$ cat config.mk
export PLATFORM = sky130hd
export DESIGN_NAME = bitmap_pixel_command_generator
export DESIGN_NICKNAME = d
export VERILOG_FILES = /design/src/hdl/bpcg_pkg.sv /design/src/hdl/bpcg_front.sv /design/src/hdl/bpcg_queue.sv /design/src/hdl/bpcg_back.sv /design/src/hdl/bitmap_pixel_command_generator.sv
export VERILOG_INCLUDE_DIRS = /design/src /design/src/hdl
export SDC_FILE = /design/constraint.sdc
export NUM_CORES = 1
export LEC_CHECK = 0
export BUFFER_PORTS_ARGS = -buffer_cell sky130_fd_sc_hd__buf_2
export CORE_MARGIN = 2
export CORE_UTILIZATION = 45
export CTS_CLUSTER_DIAMETER = 100
export DETAILED_ROUTE_END_ITERATION = 10
export MAX_ROUTING_LAYER = met4
export SYNTH_ARGS = -nofsm -noshare
export SYNTH_HDL_FRONTEND = slang
export SYNTH_SLANG_ARGS = --single-unit
$ cat constraint.sdc
create_clock -name i_clk -period 5.25 [get_ports i_clk]
set_input_delay 0.525 -clock i_clk [delete_from_list [all_inputs] [get_ports i_clk]]
set_output_delay 0.525 -clock i_clk [all_outputs]
set_load 0.005 [all_outputs]
$ cat src/hdl/assert_macros.svh
// Assertion macros shared by the RTL of the pixel command generator.
// Depends on nothing; define ASSERT_OFF to compile every check away.
`ifndef ASSERT_MACROS_SVH
`define ASSERT_MACROS_SVH
`ifndef ASSERT_OFF
// Implication checked at every clock edge outside reset.
`define ASSERT_IMPLY(lbl, clk, rst_n, ante, cons, msg) \
    lbl: assert property (@(posedge clk) disable iff (!rst_n) (ante) |-> (cons)) \
        else $error(msg);
// Next-cycle implication checked outside reset.
`define ASSERT_NEXT(lbl, clk, rst_n, ante, cons, msg) \
    lbl: assert property (@(posedge clk) disable iff (!rst_n) (ante) |=> (cons)) \
        else $error(msg);
// Condition that never holds outside reset.
`define ASSERT_NEVER(lbl, clk, rst_n, cond, msg) \
    lbl: assert property (@(posedge clk) disable iff (!rst_n) !(cond)) \
        else $error(msg);
`else
`define ASSERT_IMPLY(lbl, clk, rst_n, ante, cons, msg)
`define ASSERT_NEXT(lbl, clk, rst_n, ante, cons, msg)
`define ASSERT_NEVER(lbl, clk, rst_n, cond, msg)
`endif
`endif

$ cat src/hdl/bpcg_pkg.sv
// Types and constants of the bitmap pixel command generator.
// Depends on nothing; used by every module of the block.
`default_nettype none
package bpcg_pkg;

    // Display controller command bytes.
    localparam logic [7:0] CMD_COLUMN = 8'h2A;
    localparam logic [7:0] CMD_ROW    = 8'h2B;
    localparam logic [7:0] CMD_WRITE  = 8'h2C;
    localparam logic [7:0] ZERO_BYTE  = 8'h00;

    // Configuration port.
    localparam int CFG_ADDR_W = 3;
    localparam int CFG_DATA_W = 16;
    localparam logic [CFG_ADDR_W-1:0] CFG_ORIGIN_X = 3'd0;
    localparam logic [CFG_ADDR_W-1:0] CFG_ORIGIN_Y = 3'd1;
    localparam logic [CFG_ADDR_W-1:0] CFG_WIDTH    = 3'd2;
    localparam logic [CFG_ADDR_W-1:0] CFG_HEIGHT   = 3'd3;
    localparam logic [CFG_ADDR_W-1:0] CFG_FG_COLOR = 3'd4;

    // Position of a byte within a pixel's nine-byte sequence.
    localparam int SEQ_W = 4;
    localparam logic [SEQ_W-1:0] SEQ_CASET    = 4'd0;
    localparam logic [SEQ_W-1:0] SEQ_XHI      = 4'd1;
    localparam logic [SEQ_W-1:0] SEQ_XLO      = 4'd2;
    localparam logic [SEQ_W-1:0] SEQ_RASET    = 4'd3;
    localparam logic [SEQ_W-1:0] SEQ_YHI      = 4'd4;
    localparam logic [SEQ_W-1:0] SEQ_YLO      = 4'd5;
    localparam logic [SEQ_W-1:0] SEQ_RAMWR    = 4'd6;
    localparam logic [SEQ_W-1:0] SEQ_COL_HI   = 4'd7;
    localparam logic [SEQ_W-1:0] SEQ_COL_LO   = 4'd8;

    // Pixel queue depth.
    localparam int QUEUE_DEPTH = 2;

    // Configuration write.
    typedef struct packed {
        logic                  we;
        logic [CFG_ADDR_W-1:0] addr;
        logic [CFG_DATA_W-1:0] wdata;
    } t_cfg_wr;

    // One classified pixel, ready to be turned into bytes.
    typedef struct packed {
        logic [7:0]  x_addr;
        logic [7:0]  y_addr;
        logic [15:0] colour;
        logic        image_last;
    } t_pix_cmd;

    // Queue status seen by the front and the back.
    typedef struct packed {
        logic empty;
        logic full;
    } t_queue_stat;

endpackage
`default_nettype wire

$ cat src/hdl/bpcg_front.sv
// Front end: configuration registers, position counters and pixel classification.
// Depends on bpcg_pkg.
`default_nettype none
module bpcg_front #(
    parameter int COORD_BITS = 8
) (
    input  wire                      i_clk,
    input  wire                      i_rst_n,
    input  bpcg_pkg::t_cfg_wr        i_cfg,
    input  wire                      i_valid,
    output logic                     o_ready,
    input  wire                      i_pixel_on,
    input  bpcg_pkg::t_queue_stat    i_stat,
    output logic                     o_push,
    output bpcg_pkg::t_pix_cmd       o_cmd
);

    logic [7:0]            r_origin_x;
    logic [7:0]            r_origin_y;
    logic [7:0]            r_width;
    logic [7:0]            r_height;
    logic [15:0]           r_fg_color;
    logic [COORD_BITS-1:0] r_col;
    logic [COORD_BITS-1:0] r_row;
    logic [COORD_BITS-1:0] n_col;
    logic [COORD_BITS-1:0] n_row;

    logic [COORD_BITS:0]   col_p1;
    logic [COORD_BITS:0]   row_p1;
    logic                  row_end;
    logic                  col_end;

    // A word is taken whenever the queue has room.
    assign o_ready = !i_stat.full;
    assign o_push  = i_valid && !i_stat.full;

    // End-of-row and end-of-image tests; a limit of zero behaves as one.
    assign col_p1  = {1'b0, r_col} + {{COORD_BITS{1'b0}}, 1'b1};
    assign row_p1  = {1'b0, r_row} + {{COORD_BITS{1'b0}}, 1'b1};
    assign row_end = col_p1 >= {{(COORD_BITS - 7){1'b0}}, r_width};
    assign col_end = row_p1 >= {{(COORD_BITS - 7){1'b0}}, r_height};

    // Classified pixel; panel addresses wrap at eight bits.
    always_comb begin
        o_cmd.x_addr     = 8'(r_origin_x + r_col[7:0]);
        o_cmd.y_addr     = 8'(r_origin_y + r_row[7:0]);
        o_cmd.colour     = i_pixel_on ? r_fg_color : 16'h0000;
        o_cmd.image_last = row_end && col_end;
    end

    // Next position in raster order.
    always_comb begin
        if (row_end) begin
            n_col = '0;
            n_row = col_end ? '0 : row_p1[COORD_BITS-1:0];
        end else begin
            n_col = col_p1[COORD_BITS-1:0];
            n_row = r_row;
        end
    end

    // Registers and counters.
    always_ff @(posedge i_clk) begin
        if (!i_rst_n) begin
            r_origin_x <= 8'd0;
            r_origin_y <= 8'd0;
            r_width    <= 8'd1;
            r_height   <= 8'd1;
            r_fg_color <= 16'hFFFF;
            r_col      <= '0;
            r_row      <= '0;
        end else begin
            if (i_cfg.we) begin
                case (i_cfg.addr)
                    bpcg_pkg::CFG_ORIGIN_X: r_origin_x <= i_cfg.wdata[7:0];
                    bpcg_pkg::CFG_ORIGIN_Y: r_origin_y <= i_cfg.wdata[7:0];
                    bpcg_pkg::CFG_WIDTH:    r_width    <= i_cfg.wdata[7:0];
                    bpcg_pkg::CFG_HEIGHT:   r_height   <= i_cfg.wdata[7:0];
                    bpcg_pkg::CFG_FG_COLOR: r_fg_color <= i_cfg.wdata;
                    default: begin
                    end
                endcase
            end
            if (o_push) begin
                r_col <= n_col;
                r_row <= n_row;
            end
        end
    end

endmodule
`default_nettype wire

$ cat src/hdl/bpcg_queue.sv
// Two-entry pixel queue between the front end and the byte sequencer.
// Depends on bpcg_pkg.
`default_nettype none
module bpcg_queue (
    input  wire                      i_clk,
    input  wire                      i_rst_n,
    input  wire                      i_push,
    input  bpcg_pkg::t_pix_cmd       i_cmd,
    input  wire                      i_pop,
    output bpcg_pkg::t_pix_cmd       o_head,
    output bpcg_pkg::t_queue_stat    o_stat
);

    localparam int PTR_W = $clog2(bpcg_pkg::QUEUE_DEPTH);
    localparam int CNT_W = $clog2(bpcg_pkg::QUEUE_DEPTH + 1);

    bpcg_pkg::t_pix_cmd r_mem [bpcg_pkg::QUEUE_DEPTH];
    logic [PTR_W-1:0]   r_wr_ptr;
    logic [PTR_W-1:0]   r_rd_ptr;
    logic [CNT_W-1:0]   r_count;

    assign o_head       = r_mem[r_rd_ptr];
    assign o_stat.empty = r_count == '0;
    assign o_stat.full  = r_count == CNT_W'(bpcg_pkg::QUEUE_DEPTH);

    // Storage.
    always_ff @(posedge i_clk) begin
        if (i_push) begin
            r_mem[r_wr_ptr] <= i_cmd;
        end
    end

    // Pointers and fill level.
    always_ff @(posedge i_clk) begin
        if (!i_rst_n) begin
            r_wr_ptr <= '0;
            r_rd_ptr <= '0;
            r_count  <= '0;
        end else begin
            if (i_push) begin
                r_wr_ptr <= PTR_W'(r_wr_ptr + 1'b1);
            end
            if (i_pop) begin
                r_rd_ptr <= PTR_W'(r_rd_ptr + 1'b1);
            end
            if (i_push && !i_pop) begin
                r_count <= CNT_W'(r_count + 1'b1);
            end else if (i_pop && !i_push) begin
                r_count <= CNT_W'(r_count - 1'b1);
            end
        end
    end

endmodule
`default_nettype wire

$ cat src/hdl/bpcg_back.sv
// Back end: expands each queued pixel into its nine controller bytes.
// Depends on bpcg_pkg.
`default_nettype none
module bpcg_back (
    input  wire                      i_clk,
    input  wire                      i_rst_n,
    input  bpcg_pkg::t_pix_cmd       i_head,
    input  bpcg_pkg::t_queue_stat    i_stat,
    output logic                     o_pop,
    output logic                     o_valid,
    input  wire                      i_ready,
    output logic [7:0]               o_byte,
    output logic                     o_is_data,
    output logic                     o_pixel_last,
    output logic                     o_image_last
);

    bpcg_pkg::t_pix_cmd           r_ent;
    logic [bpcg_pkg::SEQ_W-1:0]   r_idx;
    logic                         r_valid;
    logic [7:0]                   r_byte;
    logic                         r_is_data;
    logic                         r_plast;
    logic                         r_ilast;

    logic                         can_load;
    logic                         emit;
    logic [7:0]                   n_byte;
    logic                         n_is_data;

    // The output register loads when empty or when its word is taken.
    assign can_load = !r_valid || i_ready;
    assign emit     = can_load && (r_idx != bpcg_pkg::SEQ_CASET || !i_stat.empty);
    assign o_pop    = emit && r_idx == bpcg_pkg::SEQ_CASET;

    // Byte for the current position in the sequence.
    always_comb begin
        case (r_idx)
            bpcg_pkg::SEQ_CASET: begin
                n_byte = bpcg_pkg::CMD_COLUMN;
                n_is_data = 1'b0;
            end
            bpcg_pkg::SEQ_XHI: begin
                n_byte = bpcg_pkg::ZERO_BYTE;
                n_is_data = 1'b1;
            end
            bpcg_pkg::SEQ_XLO: begin
                n_byte = r_ent.x_addr;
                n_is_data = 1'b1;
            end
            bpcg_pkg::SEQ_RASET: begin
                n_byte = bpcg_pkg::CMD_ROW;
                n_is_data = 1'b0;
            end
            bpcg_pkg::SEQ_YHI: begin
                n_byte = bpcg_pkg::ZERO_BYTE;
                n_is_data = 1'b1;
            end
            bpcg_pkg::SEQ_YLO: begin
                n_byte = r_ent.y_addr;
                n_is_data = 1'b1;
            end
            bpcg_pkg::SEQ_RAMWR: begin
                n_byte = bpcg_pkg::CMD_WRITE;
                n_is_data = 1'b0;
            end
            bpcg_pkg::SEQ_COL_HI: begin
                n_byte = r_ent.colour[15:8];
                n_is_data = 1'b1;
            end
            bpcg_pkg::SEQ_COL_LO: begin
                n_byte = r_ent.colour[7:0];
                n_is_data = 1'b1;
            end
            default: begin
                n_byte = bpcg_pkg::ZERO_BYTE;
                n_is_data = 1'b1;
            end
        endcase
    end

    // Sequence position and the held pixel.
    always_ff @(posedge i_clk) begin
        if (!i_rst_n) begin
            r_idx <= bpcg_pkg::SEQ_CASET;
        end else if (emit) begin
            if (r_idx == bpcg_pkg::SEQ_COL_LO) begin
                r_idx <= bpcg_pkg::SEQ_CASET;
            end else begin
                r_idx <= bpcg_pkg::SEQ_W'(r_idx + 1'b1);
            end
        end
    end

    always_ff @(posedge i_clk) begin
        if (o_pop) begin
            r_ent <= i_head;
        end
    end

    // Output register.
    always_ff @(posedge i_clk) begin
        if (!i_rst_n) begin
            r_valid <= 1'b0;
        end else if (can_load) begin
            r_valid <= emit;
        end
    end

    always_ff @(posedge i_clk) begin
        if (emit) begin
            r_byte    <= n_byte;
            r_is_data <= n_is_data;
            r_plast   <= r_idx == bpcg_pkg::SEQ_COL_LO;
            r_ilast   <= r_idx == bpcg_pkg::SEQ_COL_LO && r_ent.image_last;
        end
    end

    assign o_valid      = r_valid;
    assign o_byte       = r_byte;
    assign o_is_data    = r_is_data;
    assign o_pixel_last = r_plast;
    assign o_image_last = r_ilast;

endmodule
`default_nettype wire

$ cat src/hdl/bitmap_pixel_command_generator.sv
// Bitmap pixel command generator: one bitmap bit in, nine controller bytes out.
// The accepted bit is written into the pixel queue, and its first byte then leaves
// through the byte-wide output register, nine bytes per pixel;
// a two-pixel queue lets input words be taken while bytes are still going out.
// Reset (synchronous, active low) clears counters, queue and output valid, and
// loads origin 0,0, size 1 by 1 and foreground colour 0xFFFF.
`default_nettype none
`include "assert_macros.svh"
module bitmap_pixel_command_generator #(
    parameter int COORD_BITS = 8
) (
    input  wire          i_clk,
    input  wire          i_rst_n,
    // Configuration write port
    input  wire          i_cfg_we,
    input  wire  [2:0]   i_cfg_addr,
    input  wire  [15:0]  i_cfg_wdata,
    // Input stream
    input  wire          s_axis_tvalid,
    output logic         s_axis_tready,
    input  wire  [7:0]   s_axis_tdata,   // [0] pixel_on, [7:1] zero
    // Output stream
    output logic         m_axis_tvalid,
    input  wire          m_axis_tready,
    output logic [7:0]   m_axis_tdata,   // [7:0] out_byte
    output logic         m_axis_tlast,   // pixel_last
    output logic [1:0]   m_axis_tuser    // [0] is_data, [1] image_last
);

    bpcg_pkg::t_cfg_wr      cfg;
    bpcg_pkg::t_pix_cmd     push_cmd;
    bpcg_pkg::t_pix_cmd     head_cmd;
    bpcg_pkg::t_queue_stat  q_stat;
    logic                   push;
    logic                   pop;
    logic                   is_data;
    logic                   image_last;

    assign cfg.we    = i_cfg_we;
    assign cfg.addr  = i_cfg_addr;
    assign cfg.wdata = i_cfg_wdata;

    // Front end: classify each word.
    bpcg_front #(
        .COORD_BITS (COORD_BITS)
    ) u_front (
        .i_clk      (i_clk),
        .i_rst_n    (i_rst_n),
        .i_cfg      (cfg),
        .i_valid    (s_axis_tvalid),
        .o_ready    (s_axis_tready),
        .i_pixel_on (s_axis_tdata[0]),
        .i_stat     (q_stat),
        .o_push     (push),
        .o_cmd      (push_cmd)
    );

    // Pixel queue.
    bpcg_queue u_queue (
        .i_clk   (i_clk),
        .i_rst_n (i_rst_n),
        .i_push  (push),
        .i_cmd   (push_cmd),
        .i_pop   (pop),
        .o_head  (head_cmd),
        .o_stat  (q_stat)
    );

    // Back end: byte sequencer.
    bpcg_back u_back (
        .i_clk        (i_clk),
        .i_rst_n      (i_rst_n),
        .i_head       (head_cmd),
        .i_stat       (q_stat),
        .o_pop        (pop),
        .o_valid      (m_axis_tvalid),
        .i_ready      (m_axis_tready),
        .o_byte       (m_axis_tdata),
        .o_is_data    (is_data),
        .o_pixel_last (m_axis_tlast),
        .o_image_last (image_last)
    );

    assign m_axis_tuser = {image_last, is_data};

    // The queue is never both full and empty.
    `ASSERT_NEVER(a_queue_stat, i_clk, i_rst_n, q_stat.full && q_stat.empty, "queue status")
    // The end of an image only falls on the last byte of a pixel.
    `ASSERT_IMPLY(a_ilast_plast, i_clk, i_rst_n, m_axis_tvalid && image_last, m_axis_tlast, "image_last without pixel_last")
    // The last byte of a pixel is a data byte.
    `ASSERT_IMPLY(a_plast_data, i_clk, i_rst_n, m_axis_tvalid && m_axis_tlast, is_data, "pixel_last on a command byte")
    // After a pixel ends, the next byte out opens a column address command.
    `ASSERT_NEXT(a_seq_restart, i_clk, i_rst_n, m_axis_tvalid && m_axis_tready && m_axis_tlast, !m_axis_tvalid || (m_axis_tdata == bpcg_pkg::CMD_COLUMN && !is_data), "sequence restart")

endmodule
`default_nettype wire

; ---- After elaboration in Yosys (flattened, before gate mapping)
; Memory sizes are Yosys's and may differ from the RTL's. A register that Yosys moved wholly into a read port is not among the register bits.
; Index checks and enable logic that the tools add are counted.
[op_classes]
n_addsub = 9
n_lt_le_gt_ge = 2
n_eq_ne = 11
n_mux = 10
reduce_logical = 26
[ops]
columns = cell, count
row1 = $pmux 8 s7, 1
row2 = $add 8x1->9 const B, 2
row3 = $ge 9x8->1, 2
row4 = $add 8x8->8, 2
row5 = $mux 16, 1
row6 = $mux 8, 2
row7 = $eq 4x3->1 const B, 3
row8 = $reduce_and 2->1, 6
row9 = $eq 4x2->1 const B, 2
row10 = $logic_and 1x1->1, 7
row11 = $eq 3x2->1 const B, 2
row12 = $logic_not 1->1, 5
row13 = $add 4x1->4 const B, 1
row14 = $eq 4x4->1 const B, 1
row15 = $logic_not 4->1, 1
row16 = $mux 2, 2
row17 = $mux 4, 1
row18 = $reduce_bool 4->1, 1
row19 = $eq 3x1->1 const B, 1
row20 = $eq 3x3->1 const B, 1
row21 = $logic_not 3->1, 1
row22 = $mux 1, 3
row23 = $reduce_or 3->1, 1
row24 = $add 1x1->1 const B, 2
row25 = other kinds (6), 7
[word_totals]
ff_bits = 84
ram_bits = 66
inputBits = 32
out_inout_bits = 13
wordCells = 75
n_memories = 1
[mem_list]
columns = name, words, word_bits, rd, rd_clocked_by_memory_dff, wr, line_no
row1 = u_queue.r_mem, 2, 33, 1, 1, 1, bpcg_queue.sv:17  ; bpcg_pkg::t_pix_cmd r_mem [bpcg_pkg::QUEUE_DEPTH];

; ---- Logic depth before layout (Yosys ltp)
; Gate-level depths: netlist (run 1).
[logic_depth]
ltp_word = 8
depth_mapped = 12
ltp_nobuf = 12

; ---- By module
; A second synthesis (run 1) with hierarchy kept.
[hier_totals]
cells_unflattened = 735
area_unflattened_um2 = 8308.0
[by_module_without_submodules]
columns = module, n_inst, cells_each, area_each_um2, seq_area_each_um2
row1 = bpcg_front, 1, 482, 3743.6, 1281.2
row2 = bpcg_queue, 1, 125, 2597.5, 2082.0
row3 = bpcg_back, 1, 126, 1951.9, 1421.4
row4 = bitmap_pixel_command_generator, 1, 2, 15.0, 0.0

; ---- Worst setup path after synthesis (run 1)
; No wires, ideal clock.
[synth_path]
kind = reg2reg
startpoint = register u_back.r_idx[0] in the netlist's numbering
endpoint = register u_queue.r_count[1]
t_arrival_ns = 5.184
required_ns = 5.180
slack_ns = -0.004
stages_incl_launch_ff = 12
cell_sequence = dfxtp_1 inv_1 ha_1 nand2b_1 or4_1 nor2b_1 clkbuf_1 nor3b_1 inv_1 ha_1 or3_1 a21oi_1
[synth_between]
elab_chain_cells = 7
[synth_lines]
columns = item, line_no
row1 = start: declaration, bpcg_back.sv:19  ; logic [bpcg_pkg::SEQ_W-1:0] r_idx;
row2 = start signal: assignment, bpcg_back.sv:85  ; r_idx <= bpcg_pkg::SEQ_CASET;
row3 = start signal: assignment, bpcg_back.sv:88  ; r_idx <= bpcg_pkg::SEQ_CASET;
row4 = start signal: assignment, bpcg_back.sv:90  ; r_idx <= bpcg_pkg::SEQ_W'(r_idx + 1'b1);
row5 = $reduce_bool 4->1 *, bpcg_back.sv:33  ; assign emit = can_load && (r_idx != bpcg_pkg::SEQ_CASET || !i_stat.empty);
row6 = $logic_or 1x1->1 *, bpcg_back.sv:33
row7 = $logic_and 1x1->1 *, bpcg_back.sv:33
row8 = net u_back.emit, bpcg_back.sv:27  ; logic emit;
row9 = $logic_and 1x1->1 *, bpcg_back.sv:34  ; assign o_pop = emit && r_idx == bpcg_pkg::SEQ_CASET;
row10 = net pop, bitmap_pixel_command_generator.sv:35  ; logic pop;
row11 = $logic_not 1->1, bpcg_queue.sv:46  ; if (i_push && !i_pop) begin
row12 = $logic_and 1x1->1, bpcg_queue.sv:46
row13 = $mux 2 or $reduce_bool 2->1 (tied branches), n/a
row14 = end signal: assignment, bpcg_queue.sv:47  ; r_count <= CNT_W'(r_count + 1'b1);
row15 = end signal: assignment, bpcg_queue.sv:49  ; r_count <= CNT_W'(r_count - 1'b1);
row16 = end: declaration, bpcg_queue.sv:20  ; logic [CNT_W-1:0] r_count;
; The timed path passes the listed nets; every way through them passes the cells marked *.
; A chain may end at the register's enable or synchronous reset.

; ---- Worst setup path after layout (run 1)
[layout_path]
startpoint = register u_back.r_idx[0] in the netlist's numbering
endpoint = register u_queue.r_count[1]
[layout_between]
elab_chain_cells = 7
[layout_lines]
columns = item, line_no
row1 = $reduce_bool 4->1, bpcg_back.sv:33
row2 = $logic_or 1x1->1, bpcg_back.sv:33
row3 = $logic_and 1x1->1, bpcg_back.sv:33
row4 = $logic_and 1x1->1 *, bpcg_back.sv:34
row5 = net pop, bitmap_pixel_command_generator.sv:35
row6 = $logic_not 1->1, bpcg_queue.sv:46
row7 = $logic_and 1x1->1, bpcg_queue.sv:46
row8 = $mux 2 or $reduce_bool 2->1 (tied branches), n/a
; Marked as above.

==> results.toml, run 1 <==
[synthesis]
syn_inst = 704
synth_warnings = 0
ys_seq_area_frac = 0.595
async_flop_share = 0
syn_area_um2 = 8010
yosysUniqueCellTypes = 51
synth_edf_count = 110
synth_flop_cell = "edfxtp_1"
synth_area_leader_cell = "edfxtp_1"
ys_ff_latch = 183
avgSynthCellArea_um2 = 11.4
syn_nets = 775
synth_top_cell_area_share = 0.413
yosys-top-cells-area = "edfxtp_1 41%, dfxtp_1 18%, ha_1 5.8%"

[placed_design]
port_buffers = 37
dpl.hpwl_um = 10800
pre_cts_ws_ns = 2.22
gp_congestion = 0.782

[critical_path]
ff2ff_path_depth = 12
cp-start-kind = "flop"
r2r_end = "u_queue.r_count[1]"
setup.worst_path.start = "u_back.r_idx[0]"
timing.critical_path.buf_inv = 4
cp_data_required_time_ns = 5.59
crit_family = "simple AND/OR/NAND/NOR gates"
endpoint_kind = "flop"
slowest_stage = "dfxtp_1"
crit_path_end = "u_queue.r_count[1]"
r2r-start = "u_back.r_idx[0]"
crit_path_max_fanout = 35
worstSetupPathDepth = 12
worstPathCellList = "inv_1 > ha_1 > nand2b_1 > or4_1 > nor2b_1 > buf_4 > nor3b_4 > buf_4 > inv_1 > ha_1 > or3_1 > a21oi_1"
max_stage_delay_ns = 0.43
regToRegSetupSlack_ns = 2.22
cp_data_arrival_time_ns = 3.38
crit_type = "reg2reg"

[drt]
ant_nets = 0
via_count = 5014
wl_per_cell_um = 15.5
drt_first_pass_iters = 4
drc = 0
wl_um = 15200
drtIter0Drc = 245
viasPerCell = 5.13

[layout]
drive_above_1_share = 0.158
n_antenna_cell = 0
fillCellCount = 1521
layout_common_cells = "116 x nand2_1, 110 x edfxtp_1, 73 x dfxtp_1"
synthToLayoutAreaGrowth_pct = 12.2
layout_commonest_cell = "nand2_1"
nets = 811
fin_util = 0.517

[clock_tree]
cts_inserted_buffers = 17
cts_buffer_depth = 2
numClockSinks = 183
cts-hold-fix-buffers = 0
postCtsSetupRepairBufs = 0
cts_resized = 0
htree_levels = 4
clkTransAtPathRegs_ns = 0.06
cts_tree = "done"
root_buffer = "clkbuf_16"
clock_latency_ns = 0.42

[floorplanning]
die_area_um2 = 18900
initial_core_util = 0.461
num_rows = 48
dieHeight_um = 137
io_pins = 45
coreArea_um2 = 17400
die_x_um = 137

[power_and_ir_drop]
combPwrFrac = 0.188
p_total_uw = 4010
peakVddDrop_v = 0.000402
power_density_nw_per_um2 = 447
internal_power_uw = 2920
switching_share = 0.272
p_seq_frac = 0.514
power_leakage_uw = 0.00340
power.switching_uw = 1090
power.share.clock = 0.297

[timing]
finalClockSkew_ns = 0.00979
timing.final.max_slew_violations = 0
rsz0062_at_grt = "false"
setup_slack_ns = 2.22
relSlewSlack = 0.531
whs_ns = 0.319
fin_setup_tns_ns = 0
period_needed_ns = 3.03
fmax_mhz = 330
period_share = 0.578
setup_viol = 0
worst_pin_slew_ns = 0.702
finalHoldViolCount = 0

[grt]
grt_max_degree = 38
grtUsageTotal = 0.183
grt_pass1_wl_um = 24900
antenna_found_initial = 0
grt_pass1_vias = 4939
overflow = 0

[worst_hold_path]
hp-class = "in2reg"
worstHoldStart = "i_cfg_wdata[11]"

[run]
maxCapViolCount = 0

[status]
status = "finished clean"
[worst min-delay path by stage]
stage               slack (ns)                endpoint  cells after the start
floorplan                 0.43  u_front.r_fg_color[10]                      2
global placement          0.44     u_front.r_height[3]                      2
detailed placement        0.45     u_front.r_height[7]                      2
CTS                       0.30  u_front.r_fg_color[11]                      3
global route              0.31  u_front.r_fg_color[12]                      3
finish                    0.32  u_front.r_fg_color[11]                      3
[registers in the layout, indices dropped and copies added (netlist names), 2 cells and up]
register and flops:
u_front.r_col 8, u_front.r_fg_color 16, u_queue.r_mem 66, u_front.r_origin_y 8, u_front.r_row 8, u_back.r_ent 33, u_front.r_width 8, u_back.r_idx 4
u_queue.r_count 2, u_back.o_byte 8, u_front.r_origin_x 8, u_front.r_height 8
[cell families (layout without fill, tap and decap cells)]
logic type / count (synthesis) / count (layout) / share of synthesized area
AOI/OAI and AO/OA: 104 / 104 / 0.0792
xor gates and xnor gates: 40 / 40 / 0.0438
adders and majority gates: 39 / 39 / 0.0628
buffers and inverters: 58 / 107 / 0.0291
DFF: 183 / 183 / 0.595
muxes: 34 / 34 / 0.0477
and+or+nand+nor: 246 / 246 / 0.142
[worst reg2reg max path, stage by stage, from the launching register on]
cell and delay [ns]:
dfxtp_1 0.43, inv_1 0.10, ha_1 0.24, nand2b_1 0.14, or4_1 0.14, nor2b_1 0.12
buf_4 0.23, nor3b_4 0.20, buf_4 0.41, inv_1 0.09, ha_1 0.33, or3_1 0.37
a21oi_1 0.14
[routing by layer]
metal,global-route usage,vias to the layer above,wire length (µm)
li1,-,2535,-
met1,0.232,2369,7170
met2,0.284,87,7150
met3,0.0324,23,445
met4,0.0882,0,393
met5,-,-,0
[stage by stage]
step | std cells | cell area [µm²]
after floorplan | 704 | 8010
after global placement | 946 | 8420
after detailed placement | 946 | 8420
final | 978 | 8980
after CTS | 978 | 8980
after global routing | 978 | 8980
[area by class of cell]
cell class / count / area (µm²) / share of cell area
sequential: 183 / 4760 / 0.531
multi-input combinational: 463 / 3020 / 0.337
clock buffer: 21 / 460 / 0.0513
tap: 225 / 282 / 0.0314
timing repair buffer: 42 / 223 / 0.0248
inverter: 33 / 124 / 0.0138
clock inverter: 11 / 104 / 0.0116
[power by group through the flow]
| stage | sequential [µW] | combinational [µW] | clock (µW) |
|---|---|---|---|
| finish | 2060 | 755 | 1190 |
| global route | 2090 | 854 | 1280 |
| floorplan | 2040 | 536 | 0 |
| detailed placement | 2100 | 762 | 0 |
| global placement | 2090 | 742 | 0 |
| CTS | 2070 | 768 | 1220 |
[Yosys cell counts, types with 3 or more instances]
library cell  number
nand3_1           26
nor2b_1           10
mux2_2            33
xnor2_1           28
dfxtp_1           73
ha_1              37
edfxtp_1         110
inv_1             31
clkbuf_1          20
a21o_1             3
o21a_1             4
o21ai_0           16
a22oi_1            6
and3_1            10
nand2b_1           4
a21oi_1           46
xor2_1            12
and2_1            18
or2_2              4
o21ai_1            9
nand2_1          116
nor3b_1            3
a32oi_1            5
o31ai_2            3
nor2_1            37
nor3_1             7
(Power assumes the default switching activity.)
==> run 2, diff against run 1 <==
==> constraint.sdc (replaced) <==
create_clock -name i_clk -period 2.55 [get_ports i_clk]
set_input_delay 0.255 -clock i_clk [delete_from_list [all_inputs] [get_ports i_clk]]
set_output_delay 0.255 -clock i_clk [all_outputs]
set_load 0.005 [all_outputs]
==> run 2 against run 1 <==
  * The flow now finishes with violations (negative setup slack)
  * Cell count is 3.7% higher
  * Combinational power is 130% higher
  * Non-clock buffer count is 36 higher
  * Sequential power is 100% higher
  * Flip-flop and latch count stayed put
  * Sequential share of layout area is 2.5 points lower
  * Total power is 110% higher
  * Critical endpoint is now u_front.r_row[3]
  * Critical path type unchanged
  * Critical path depth is 3 lower
==> results.toml, run 2 (synthesis gave the netlist of run 1 again) <==
[status]
status = "finished with violations"
violations = "negative setup slack"

[floorplanning]
io_pins = 45
num_rows = 48
die_area_um2 = 18900
die_x_um = 137
dieHeight_um = 137
coreArea_um2 = 17400
initial_core_util = 0.461

[critical_path]
timing.critical_path.buf_inv = 0
worstSetupPathDepth = 9
crit_type = "reg2reg"
ff2ff_path_depth = 9
cp_data_required_time_ns = 2.89
cp_data_arrival_time_ns = 2.93
worstPathCellList = "and3_4 > and3_4 > xor2_2 > ha_1 > a211o_1 > o211ai_1 > nand3_2 > or4_4 > o31ai_2"
max_stage_delay_ns = 0.61
endpoint_kind = "flop"
crit_family = "simple AND/OR/NAND/NOR gates"
cp-start-kind = "flop"
slowest_stage = "or4_4"
crit_path_max_fanout = 8
worst_path_most_repeated_cell = "and3_4"

[layout]
layout_commonest_cell = "nand2_1"
nets = 847
instances_no_fill = 1014
synthToLayoutAreaGrowth_pct = 18.2
largest_reg_flops = 66
top_regs = "u_queue.r_mem (66), u_back.r_ent (33), u_front.r_fg_color (16)"
largest-register = "u_queue.r_mem"
layout_common_cells = "116 x nand2_1, 110 x edfxtp_1, 65 x dfxtp_1"
drive_above_1_share = 0.245
fin_area_um2 = 9460
n_antenna_cell = 0
fin_util = 0.545

[timing]
period_share = 1.02
fin_setup_tns_ns = -0.0973
timing.final.max_slew_violations = 0
fmax_mhz = 386
setup_slack_ns = -0.0384
finalClockSkew_ns = 0.00644
worst_pin_slew_ns = 0.705
setup_viol = 3
period_needed_ns = 2.59
relSlewSlack = 0.530
finalHoldViolCount = 0
rsz0062_at_grt = "true"

[clock_tree]
root_buffer = "clkbuf_16"
numClockSinks = 183
cts_tree = "done"
cts_buffer_depth = 2
htree_levels = 4
cts_inserted_buffers = 17
clock_latency_ns = 0.43
clkTransAtPathRegs_ns = 0.07

[drt]
drc = 0
ant_nets = 0
viasPerCell = 5.12
via_count = 5194
drt_first_pass_iters = 5
wl_um = 16200
wl_per_cell_um = 16.0
drtIter0Drc = 326

[grt]
grt_pass1_wl_um = 25900
overflow = 0
grt_max_degree = 37
grt_pass1_vias = 5117
grtUsageTotal = 0.190
antenna_found_initial = 0

[power_and_ir_drop]
power_leakage_uw = 0.00362
peakVddDrop_v = 0.000533
power_density_nw_per_um2 = 889

[placed_design]
port_buffers = 37
gp_congestion = 0.832
placed_area_um2 = 8770
pre_cts_ws_ns = -0.0844
dp_cells = 975
dpl.hpwl_um = 11500

[worst_hold_path]
min_path_cells = 3
hp-class = "in2reg"

[run]
maxCapViolCount = 0
==> run 2: worst register-to-register path, cell delays in order, from the launching register on <==
cell	delay [ns]
dfxtp_4	0.37
and3_4	0.19
and3_4	0.21
xor2_2	0.15
ha_1	0.26
a211o_1	0.26
o211ai_1	0.13
nand3_2	0.12
or4_4	0.61
o31ai_2	0.21
==> run 2: worst paths after layout <==
path,start,endpoint,slack [ns]
hold reg to reg,u_front.r_width[5],u_front.r_width[5],0.46
hold / removal,i_cfg_wdata[12],u_front.r_fg_color[12],0.04
setup / recovery,u_front.r_row[1],u_front.r_row[3],-0.04
setup reg to reg,u_front.r_row[1],u_front.r_row[3],-0.04
==> run 2: layout make-up <==
class,count,area [µm²]
flip-flops and latches,183,4790
well taps,225,282
clock buffers,20,447
repair buffers,78,505
clock inverters,12,115
inverters,33,124
multi-input cells,463,3200
fillers,1461,7890
==> run 2: metal layers <==
| layer | vias up | global-route usage | wire [µm] |
|---|---|---|---|
| met5 | - | - | 0 |
| met4 | 0 | 0.0756 | 362 |
| met3 | 25 | 0.0327 | 527 |
| met2 | 100 | 0.303 | 7820 |
| met1 | 2464 | 0.242 | 7510 |
| li1 | 2605 | - | - |
==> run 2: timing repair <==
action / CTS / global route
gates cloned: 0 / 0
pin swaps: 0 / 5
endpoints found under the setup margin: 16 / 18
setup buffers: 5 / 2
hold buffers: 0 / 0
resized for setup: 6 / 11
==> run 2: per-stage QoR <==
stage,power [µW],hold WS [ns]
6_report,8410,0.0422
5_1_grt,8830,0.0494
4_1_cts,8490,0.0339
3_5_place_dp,6000,0.450
3_3_place_gp,5960,0.445
2_1_floorplan,5430,0.379
==> run 2: power by group <==
part	internal (µW)	leakage [µW]	total (µW)	switching [µW]
clock network	1380	0.000273	2490	1100
logic	719	0.00169	1710	991
registers	3990	0.00166	4210	227
total	6090	0.00362	8410	2320
